File: src/hw/rtl/serp_pkg.sv
`timescale 1ns / 1ps

package serp_pkg;

  // Matrix geometry.
  localparam int MATRIX_WIDTH  = 32;
  localparam int MATRIX_HEIGHT = 32;
  localparam int MATRIX_MAX    = (MATRIX_WIDTH > MATRIX_HEIGHT) ? MATRIX_WIDTH : MATRIX_HEIGHT;

  // Column and row counters never hold more than the larger dimension minus one.
  localparam int CNT_W  = (MATRIX_MAX > 2) ? $clog2(MATRIX_MAX) : 1;
  localparam int ADDR_W = 12;
  localparam int TIME_W = 16;
  localparam int DATA_W = 8;
  localparam int CFG_IDX_W  = 3;
  localparam int CFG_DATA_W = 16;

  // Rotation codes.
  localparam logic [1:0] ROT_NONE = 2'd0;
  localparam logic [1:0] ROT_90   = 2'd1;
  localparam logic [1:0] ROT_180  = 2'd2;

  // Colour slots.
  localparam logic [1:0] SLOT_LAST = 2'd2;

  // Input opcodes.
  localparam logic OP_DATA = 1'b0;
  localparam logic OP_TICK = 1'b1;

  // Configuration register indexes.
  localparam logic [CFG_IDX_W-1:0] REG_ROTATION    = 3'd0;
  localparam logic [CFG_IDX_W-1:0] REG_SLOT_FIRST  = 3'd1;
  localparam logic [CFG_IDX_W-1:0] REG_SLOT_SECOND = 3'd2;
  localparam logic [CFG_IDX_W-1:0] REG_SLOT_THIRD  = 3'd3;
  localparam logic [CFG_IDX_W-1:0] REG_TIMEOUT     = 3'd4;

  // Reset values of the registers.
  localparam logic [1:0]        ROTATION_RESET    = ROT_180;
  localparam logic [1:0]        SLOT_FIRST_RESET  = 2'd1;
  localparam logic [1:0]        SLOT_SECOND_RESET = 2'd0;
  localparam logic [1:0]        SLOT_THIRD_RESET  = 2'd2;
  localparam logic [TIME_W-1:0] TIMEOUT_RESET     = 16'd5000;

  typedef struct packed {
    logic              opcode;
    logic [DATA_W-1:0] data_byte;
  } item_t;

  typedef struct packed {
    logic              write_enable;
    logic              write_bank;
    logic [ADDR_W-1:0] write_address;
    logic [DATA_W-1:0] write_data;
    logic              frame_done;
    logic              timeout_fired;
  } result_t;

endpackage

File: src/hw/rtl/serp_addr.sv
`timescale 1ns / 1ps

module serp_addr (
  input  logic [serp_pkg::CNT_W-1:0]  column,
  input  logic [serp_pkg::CNT_W-1:0]  row,
  input  logic [1:0]                  mode,
  input  logic [1:0]                  slot,
  output logic [serp_pkg::ADDR_W-1:0] address
);

  // All arithmetic is modulo the address width, which matches the masked address.
  localparam logic [serp_pkg::ADDR_W-1:0] W = serp_pkg::ADDR_W'(serp_pkg::MATRIX_WIDTH);
  localparam logic [serp_pkg::ADDR_W-1:0] H = serp_pkg::ADDR_W'(serp_pkg::MATRIX_HEIGHT);

  logic [serp_pkg::ADDR_W-1:0] x;
  logic [serp_pkg::ADDR_W-1:0] y;
  logic [serp_pkg::ADDR_W-1:0] r;
  logic [serp_pkg::ADDR_W-1:0] pixel;

  assign x = serp_pkg::ADDR_W'(column);
  assign y = serp_pkg::ADDR_W'(row);
  assign r = H - 12'd1 - y;

  // Serpentine pixel index for the selected rotation.
  always_comb begin
    unique case (mode)
      serp_pkg::ROT_90: begin
        if (!x[0]) begin
          pixel = x * W + (W - 12'd1 - y);
        end else begin
          pixel = x * W + y;
        end
      end
      serp_pkg::ROT_180: begin
        if (!r[0]) begin
          pixel = r * W + (W - 12'd1 - x);
        end else begin
          pixel = r * W + x;
        end
      end
      default: begin
        if (!y[0]) begin
          pixel = y * W + x;
        end else begin
          pixel = y * W + (W - 12'd1 - x);
        end
      end
    endcase
  end

  // Three bytes per pixel, plus the colour slot.
  assign address = pixel * 12'd3 + serp_pkg::ADDR_W'(slot);

endmodule

File: src/hw/rtl/serpentine_pixel_address_mapper_top.sv
`timescale 1ns / 1ps

// Maps a stream of colour bytes for a zig-zag wired LED matrix onto frame-buffer
// byte addresses, one result beat for every input beat. A data beat yields a
// write of its byte to the bank being filled, at the pixel index for the current
// column and row (after the selected rotation) times three plus the colour slot;
// the beat that completes a frame sets frame_done and the other bank is filled
// next. A tick beat counts the idle timer down; when it expires the position
// counters restart and timeout_fired is set. Each beat is processed as it is
// accepted and its result waits in the output register, so a new beat can be
// taken every cycle while the result side keeps up. Configuration writes are
// always accepted and should be made while the block is idle.
module serpentine_pixel_address_mapper_top (
  input  logic                                clk,
  input  logic                                rst,
  input  logic                                item_valid,
  output logic                                item_ready,
  input  serp_pkg::item_t                     item_data,
  output logic                                result_valid,
  input  logic                                result_ready,
  output serp_pkg::result_t                   result_data,
  input  logic                                cfg_valid,
  output logic                                cfg_ready,
  input  logic [serp_pkg::CFG_IDX_W-1:0]      cfg_index,
  input  logic [serp_pkg::CFG_DATA_W-1:0]     cfg_data
);

  localparam int CW = serp_pkg::CNT_W;
  localparam logic [CW:0] WIDTH_LIM  = (CW + 1)'(serp_pkg::MATRIX_WIDTH);
  localparam logic [CW:0] HEIGHT_LIM = (CW + 1)'(serp_pkg::MATRIX_HEIGHT);

  // Configuration registers.
  logic [1:0]                  rotation_mode;
  logic [1:0]                  color_slot_first;
  logic [1:0]                  color_slot_second;
  logic [1:0]                  color_slot_third;
  logic [serp_pkg::TIME_W-1:0] timeout_ms;

  // Position and timer state.
  logic [1:0]                  color_count;
  logic [CW-1:0]               column_count;
  logic [CW-1:0]               row_count;
  logic                        fill_bank;
  logic [serp_pkg::TIME_W-1:0] idle_remaining;

  logic [1:0]                  color_count_next;
  logic [CW-1:0]               column_count_next;
  logic [CW-1:0]               row_count_next;
  logic                        fill_bank_next;
  logic [serp_pkg::TIME_W-1:0] idle_remaining_next;
  serp_pkg::result_t           result_next;

  logic                        accept;
  logic [1:0]                  mode;
  logic [1:0]                  slot_raw;
  logic [1:0]                  slot;
  logic [CW:0]                 col_lim;
  logic [CW:0]                 row_lim;
  logic [CW:0]                 col_inc;
  logic [CW:0]                 row_inc;
  logic [serp_pkg::TIME_W-1:0] idle_dec;
  logic [serp_pkg::ADDR_W-1:0] address;

  assign cfg_ready  = 1'b1;
  assign item_ready = !result_valid || result_ready;
  assign accept     = item_valid && item_ready;

  // Configuration writes; indexes beyond the list are ignored.
  always_ff @(posedge clk) begin
    if (rst) begin
      rotation_mode     <= serp_pkg::ROTATION_RESET;
      color_slot_first  <= serp_pkg::SLOT_FIRST_RESET;
      color_slot_second <= serp_pkg::SLOT_SECOND_RESET;
      color_slot_third  <= serp_pkg::SLOT_THIRD_RESET;
      timeout_ms        <= serp_pkg::TIMEOUT_RESET;
    end else if (cfg_valid) begin
      unique case (cfg_index)
        serp_pkg::REG_ROTATION:    rotation_mode     <= cfg_data[1:0];
        serp_pkg::REG_SLOT_FIRST:  color_slot_first  <= cfg_data[1:0];
        serp_pkg::REG_SLOT_SECOND: color_slot_second <= cfg_data[1:0];
        serp_pkg::REG_SLOT_THIRD:  color_slot_third  <= cfg_data[1:0];
        serp_pkg::REG_TIMEOUT:     timeout_ms        <= cfg_data;
        default: ;
      endcase
    end
  end

  // The unused rotation code behaves as no rotation.
  assign mode    = (rotation_mode == serp_pkg::ROT_90 || rotation_mode == serp_pkg::ROT_180)
                   ? rotation_mode : serp_pkg::ROT_NONE;
  assign col_lim = (mode == serp_pkg::ROT_90) ? HEIGHT_LIM : WIDTH_LIM;
  assign row_lim = (mode == serp_pkg::ROT_90) ? WIDTH_LIM : HEIGHT_LIM;

  // Colour slot for this byte; slot code three behaves as the last slot.
  always_comb begin
    unique case (color_count)
      2'd0:    slot_raw = color_slot_first;
      2'd1:    slot_raw = color_slot_second;
      default: slot_raw = color_slot_third;
    endcase
  end
  assign slot = (slot_raw > serp_pkg::SLOT_LAST) ? serp_pkg::SLOT_LAST : slot_raw;

  serp_addr u_addr (
    .column  (column_count),
    .row     (row_count),
    .mode    (mode),
    .slot    (slot),
    .address (address)
  );

  assign col_inc  = (CW + 1)'(column_count) + 1'b1;
  assign idle_dec = idle_remaining - 1'b1;

  // State update and result for the accepted beat.
  always_comb begin
    color_count_next    = color_count;
    column_count_next   = column_count;
    row_count_next      = row_count;
    fill_bank_next      = fill_bank;
    idle_remaining_next = idle_remaining;
    row_inc             = (CW + 1)'(row_count);

    result_next               = '0;
    result_next.write_bank    = fill_bank;

    if (item_data.opcode == serp_pkg::OP_TICK) begin
      idle_remaining_next = idle_dec;
      if (idle_dec == '0) begin
        result_next.timeout_fired = 1'b1;
        color_count_next          = 2'd0;
        column_count_next         = '0;
        row_count_next            = '0;
        idle_remaining_next       = timeout_ms;
      end
    end else begin
      idle_remaining_next       = timeout_ms;
      result_next.write_enable  = 1'b1;
      result_next.write_address = address;
      result_next.write_data    = item_data.data_byte;

      // Step colour, then column, then row.
      if (color_count == 2'd2) begin
        color_count_next = 2'd0;
        if (col_inc >= col_lim) begin
          column_count_next = '0;
          row_inc           = (CW + 1)'(row_count) + 1'b1;
        end else begin
          column_count_next = col_inc[CW-1:0];
        end
      end else begin
        color_count_next = color_count + 2'd1;
      end
      row_count_next = row_inc[CW-1:0];

      // Frame complete: swap banks and restart.
      if (row_inc >= row_lim) begin
        fill_bank_next         = !fill_bank;
        color_count_next       = 2'd0;
        column_count_next      = '0;
        row_count_next         = '0;
        result_next.frame_done = 1'b1;
      end
    end
  end

  always_ff @(posedge clk) begin
    if (rst) begin
      color_count    <= 2'd0;
      column_count   <= '0;
      row_count      <= '0;
      fill_bank      <= 1'b1;
      idle_remaining <= serp_pkg::TIMEOUT_RESET;
    end else if (accept) begin
      color_count    <= color_count_next;
      column_count   <= column_count_next;
      row_count      <= row_count_next;
      fill_bank      <= fill_bank_next;
      idle_remaining <= idle_remaining_next;
    end
  end

  // Output register.
  always_ff @(posedge clk) begin
    if (rst) begin
      result_valid <= 1'b0;
    end else if (accept) begin
      result_valid <= 1'b1;
    end else if (result_ready) begin
      result_valid <= 1'b0;
    end
  end

  always_ff @(posedge clk) begin
    if (accept) begin
      result_data <= result_next;
    end
  end

endmodule

File: config.mk
export PLATFORM = sky130hd
export DESIGN_NAME = serpentine_pixel_address_mapper_top
export DESIGN_NICKNAME = d
export VERILOG_FILES = /design/src/hw/rtl/serp_pkg.sv /design/src/hw/rtl/serp_addr.sv /design/src/hw/rtl/serpentine_pixel_address_mapper_top.sv
export SDC_FILE = /design/constraint.sdc
export NUM_CORES = 1
export LEC_CHECK = 0
export BUFFER_PORTS_ARGS = -buffer_cell sky130_fd_sc_hd__buf_2
export CORE_ASPECT_RATIO = 1.25
export CORE_UTILIZATION = 40
export DETAILED_ROUTE_END_ITERATION = 7
export HOLD_SLACK_MARGIN = 0.02
export SLEW_MARGIN = 20
export SYNTH_ARGS = -nofsm -noshare
export SYNTH_HDL_FRONTEND = slang
export SYNTH_SLANG_ARGS = --single-unit
File: constraint.sdc
create_clock -name clk -period 4.52 [get_ports clk]
set_input_delay 0.452 -clock clk [delete_from_list [all_inputs] [get_ports clk]]
set_output_delay 0.452 -clock clk [all_outputs]
set_load 0.01 [all_outputs]
[Yosys cells after proc, flatten, opt, wreduce, memory -nomap -nowiden]
Cells that the tools add are included.
Word-level totals
  bits in registers: 78
  input bits: 33
Cells by class
  add/sub/neg operators: 13
  multipliers: 1
  $lt $le $gt $ge: 3
  equality and inequality tests: 11
  mux-type cells: 28
  bitwise operators: 1
  reductions and logical operators: 18
Operator list (count)
  2-to-1 mux 12 bit: 3
  2-to-1 mux 5 bit: 7
  2-to-1 mux 16 bit: 2
  adder 10 x 12 -> 12 bit: 2
  case mux 12 bit (2 select lines): 1
  adder 10 x 5 -> 11 bit: 2
  2-to-1 mux 6 bit: 3
  zero test 16 bit: 1
  subtractor 16 x 1 -> 16 bit, second input constant: 1
  adder 12 bit: 1
  adder 12 x 2 -> 12 bit: 1
  adder 12 x 5 -> 12 bit: 1
  adder 5 x 1 -> 6 bit, second input constant: 2
  greater-or-equal comparator 6 bit, second input constant: 2
  multiplier 12 x 2 -> 12 bit, second input constant: 1
  2-to-1 mux 2 bit: 6
  AND reduction 2 bit: 6
  subtractor 5 x 5 -> 6 bit, first input constant: 2
  equality test 2 x 1 -> 1 bit, second input constant: 3
  equality test 2 bit, second input constant: 3
  equality test 3 x 2 -> 1 bit, second input constant: 2
  AND reduction 3 bit: 2
  2-to-1 mux 1 bit: 5
  case mux 2 bit (2 select lines): 1
  other kinds (13): 15

[Longest topological paths before layout]
  depth in word-level cells: 8
  depth in mapped cells: 15

[Modules after synthesis]
A second synthesis with hierarchy kept.
Second synthesis, totals
  cells, all modules: 501
  area, all modules: 4657.0 um^2
By module, submodules not included
  serpentine_pixel_address_mapper_top: instances 1, cells each 398, area an instance 3822.4 um^2
  serp_addr: instances 1, cells each 103, area an instance 834.6 um^2

[Worst setup path after synthesis]
Ideal clock, no wire load.
  path kind: flip-flop to flip-flop
  start point: register rotation_mode[0]
  end point: register result_data[21] (netlist name), data pin
  setup time: 0.266 ns
  arrival time: 3.258 ns
  required time: 4.254 ns
  slack: 0.996 ns
  stages on the path, launching flop included: 16
  path through: dfxtp_1 > inv_1 > ha_1 > clkbuf_1 > o21ai_0 > o21ai_0 > fa_1 > ha_1 > fa_1 > a21o_1 > a21oi_1 > o21bai_1 > a21oi_1 > o21ai_0 > a21oi_1 > nor2_1
Between the ends
  word-level cells in the longest chain between the ends: 7
  elaborated cells on any way between the ends: 9
RTL lines
  start, declared: line serpentine_pixel_address_mapper_top.sv:33  | logic [1:0] rotation_mode;
  start signal, assigned: line serpentine_pixel_address_mapper_top.sv:71  | rotation_mode <= serp_pkg::ROTATION_RESET;
  start signal, assigned: line serpentine_pixel_address_mapper_top.sv:78  | serp_pkg::REG_ROTATION: rotation_mode <= cfg_data[1:0];
  equality test 2 x 1 -> 1 bit / equality test 2 bit (equally long branches): line serpentine_pixel_address_mapper_top.sv:89  | assign mode = (rotation_mode == serp_pkg::ROT_90 || rotation_mode == serp_pkg::ROT_180)
  logical OR 1 bit: line serpentine_pixel_address_mapper_top.sv:89
  2-to-1 mux 2 bit *: line serpentine_pixel_address_mapper_top.sv:90  | ? rotation_mode : serp_pkg::ROT_NONE;
  equality test 2 bit / equality test 2 x 1 -> 1 bit (equally long branches): line serp_addr.sv:26  | unique case (mode)
  case mux 12 bit (2 select lines) *: line serp_addr.sv:26
  multiplier 12 x 2 -> 12 bit *: line serp_addr.sv:52  | assign address = pixel * 12'd3 + serp_pkg::ADDR_W'(slot);
  adder 12 x 2 -> 12 bit *: line serp_addr.sv:52
  end signal, assigned: line serpentine_pixel_address_mapper_top.sv:196  | result_data <= result_next;
  end, declared: line serpentine_pixel_address_mapper_top.sv:21  | output serp_pkg::result_t result_data,
Every way passes the cells marked *; elsewhere a longest branch is shown, timed or not.
A chain may end at the register's enable or synchronous reset.

[Worst setup path after layout]
  start point: register rotation_mode[0]
  end point: register result_data[19] (netlist name), data pin
Same word-level chain as after synthesis.

==> results.sh <==
export IMPL_yosys_top_cells_count="nand2_1 (60), dfxtp_1 (54), a21oi_1 (40)"
export IMPL_cp_max_fo=13
export IMPL_synthFlopType="dfxtp_1"
export IMPL_min_path_type="input port to flop"
export IMPL_cp_start_kind="flop"
export IMPL_die_area_mm2=0.0117
export IMPL_ys_warn_count=0
export IMPL_grt_usage_pct=18.3
export IMPL_drtIter0Drc=158
export IMPL_fin_setup_tns_ns=0
export IMPL_clk_path_buf_depth=2
export IMPL_chipHeight_um=121
export IMPL_cap_violations=0
export IMPL_pre_cts_slack_ns=0.573
export IMPL_io_pins=60
export IMPL_max_clock_freq_ghz=0.253
export IMPL_num_antenna_cells=0
export IMPL_end_kind="flop"
export IMPL_regArea_mm2=0.00180
export IMPL_leakagePower_uw=0.00209
export IMPL_finalCriticalPeriod_ns=3.95
export IMPL_dp_hpwl_um=7190
export IMPL_h_tree_depth=3
export IMPL_finalPower_uw=1790
export IMPL_grt_setup_unrepaired="false"
export IMPL_finalMaxSlewViolations=0
export IMPL_critPathRequiredTime_ns=4.58
export IMPL_critical_path_class="flop to flop"
export IMPL_synth_area_top_cells="dfxtp_1 (24%), edfxtp_1 (16%), ha_1 (7.0%), nand2_1 (5.0%), a21oi_1 (4.5%)"
export IMPL_yosys_area_top_type_share_pct=24.1
export IMPL_finalSetupViolCount=0
export IMPL_max_stage_delay_ns=0.49
export IMPL_wl_met3_um=556
export IMPL_path_delay_family="adder cells"
export IMPL_drive_above_1_share_pct=15.9
export IMPL_finalNonFillerCells=692
export IMPL_clk_latency_ns=0.34
export IMPL_hold_viol_final=0
export IMPL_top_layer="met4"
export IMPL_synthCells=511
export IMPL_vias=3814
export IMPL_path_depth=14
export IMPL_overflow=0
export IMPL_post_cts_resized=0
export IMPL_routed_via_density=5.51
export IMPL_antenna_found_initial=0
export IMPL_hold_depth=3
export IMPL_initial_core_util_pct=41.7
export IMPL_cts_buffers=9
export IMPL_reg2reg_setup_slack_ns=0.57
export IMPL_ant_nets=0
export IMPL_grt_pass1_vias=3580
export IMPL_grt_max_degree=49
export IMPL_status="finished clean"
export IMPL_tightest_slew_ns=0.917
export IMPL_rr_worst_depth=14
export IMPL_synth_seq_area_share_pct=40.1
export IMPL_place_inst=676
export IMPL_fin_hold_ws_ns=0.318
export IMPL_syn_avg_cell_area_um2=8.80
export IMPL_slew_headroom_pct=38.9
export IMPL_wl_met2_um=4820
export IMPL_critical_path_buf_inv_count=1
export IMPL_cts_sinks=78
export IMPL_multiInputGateArea_mm2=0.00247
export IMPL_ir_drop_v=0.000183
export IMPL_synth_edf_count=24
export IMPL_port_buffers=58
export IMPL_async_reset_ff_share_pct=0
export IMPL_crit_chain="inv_1 > ha_1 > nand2b_1 > o21ai_0 > fa_1 > ha_1 > fa_1 > a21o_1 > a21oi_1 > o21bai_1 > a21oi_1 > o21ai_0 > xnor2_1 > nor2_1"
export IMPL_fillers=1072
export IMPL_crit_slowest_cell="fa_1"
export IMPL_grt_pass1_wl_um=17100
export IMPL_layout_setup_ws_ns=0.573
export IMPL_tritoncts="built"
export IMPL_wl_um=10100
export IMPL_ys_types=64
export IMPL_die_w_um=96.8
export IMPL_arrival_ns=4.01
export IMPL_area_delta_synth_final_pct=14.9
export IMPL_routabilityCongestion=0.873
export IMPL_cts_root_buffer="clkbuf_16"
export IMPL_wl_met1_um=4530
export IMPL_fin_crit_sh_pct=87.3
export IMPL_post_synth_top_count_cell="nand2_1"
export IMPL_syn_num_nets=571
export IMPL_post_cts_buffers=0
export IMPL_yosys_area_top_type="dfxtp_1"
export IMPL_first_pass_iters=5
export IMPL_core_area_mm2=0.0108
export IMPL_fin_nets=615
export IMPL_cts_clk_slew_worst_paths_ns=0.06
export IMPL_rows=42
export IMPL_hold_buffers=0
export IMPL_clock_skew_ns=0.00579
export IMPL_syn_cell_area_mm2=0.00449
export IMPL_drc=0
export IMPL_synth_seq_cells=78
export IMPL_power_density_mw_per_mm2=346
export IMPL_wire_per_inst_um=14.7
-- cell families after synthesis --
logic type	synth area share, %
AOI/OAI and AO/OA	15.7
xor gates and xnor gates	5.07
adders and majority gates	7.85
buffers and inverters	5.04
DFF	40.1
muxes	3.34
other	0.0834
and+or+nand+nor	22.9
-- layout by cell type (no fill, tap or decap), types with 4 or more instances in the layout --
cell type  instances
a21oi_1           40
a221oi_1           8
a31oi_1            4
and3_1             5
buf_2             58
buf_4              4
clkbuf_16         11
dfxtp_1           54
edfxtp_1          24
ha_1              25
inv_1             24
mux2i_1           15
nand2_1           60
nand2b_1           5
nand3_1           23
nand4_1            5
nor2_1            34
nor2b_1           11
nor3_1            20
nor4_1            11
o21ai_0           13
o22ai_1            5
or2_2              4
or3_1              7
xnor2_1           14
xor2_1            12
-- worst paths after layout --
kind                         start              end
setup reg to reg  rotation_mode[0]  result_data[19]
setup / recovery  rotation_mode[0]  result_data[19]
hold / removal         cfg_data[9]    timeout_ms[9]
hold reg to reg          fill_bank  result_data[22]
-- area by class of cell --
class                      count  share of cell area (%)
clock buffer                  14                    5.94
tap                          132                    3.20
clock inverter                 2                   0.194
inverter                      25                    1.82
sequential                    78                    34.9
multi-input combinational    379                    47.8
timing repair buffer          62                    6.20
-- metal layers --
| metal | global-route usage [%] | up-vias |
|---|---|---|
| met5 | 0 | - |
| met4 | 8.21 | 0 |
| met3 | 4.05 | 16 |
| met2 | 30.9 | 117 |
| met1 | 22.3 | 1746 |
| li1 | - | 1935 |
-- where the power goes --
part           switching (uW)  internal [uW]  leakage, uW
clock network             285            467     0.000159
registers                19.3            759     0.000675
logic                     150            105      0.00126
-- registers in the layout, summed over array words and instances (netlist names) --
register	count
color_slot_third	2
color_slot_first	2
column_count	5
timeout_ms	16
color_slot_second	2
rotation_mode	2
idle_remaining	16
result_valid	1
fill_bank	1
color_count	2
result_data	24
row_count	5
-- metrics by stage --
| step | cell area [um^2] | utilization, % |
|---|---|---|
| global route | 5160 | 47.9 |
| detailed placement | 4850 | 45.0 |
| finish | 5160 | 47.9 |
| global placement | 4850 | 45.0 |
| CTS | 5160 | 47.9 |
| floorplan | 4490 | - |
-- worst reg2reg max path, delay by kind of cell (launching register included) --
family                     cells  cell delay (ns)
AOI/OAI and AO/OA              6             1.24
xor gates and xnor gates       1             0.16
adders and majority gates      4             1.55
buffers and inverters          1             0.06
DFF                            1             0.33
and+or+nand+nor                2             0.32
(Power assumes the default switching activity.)
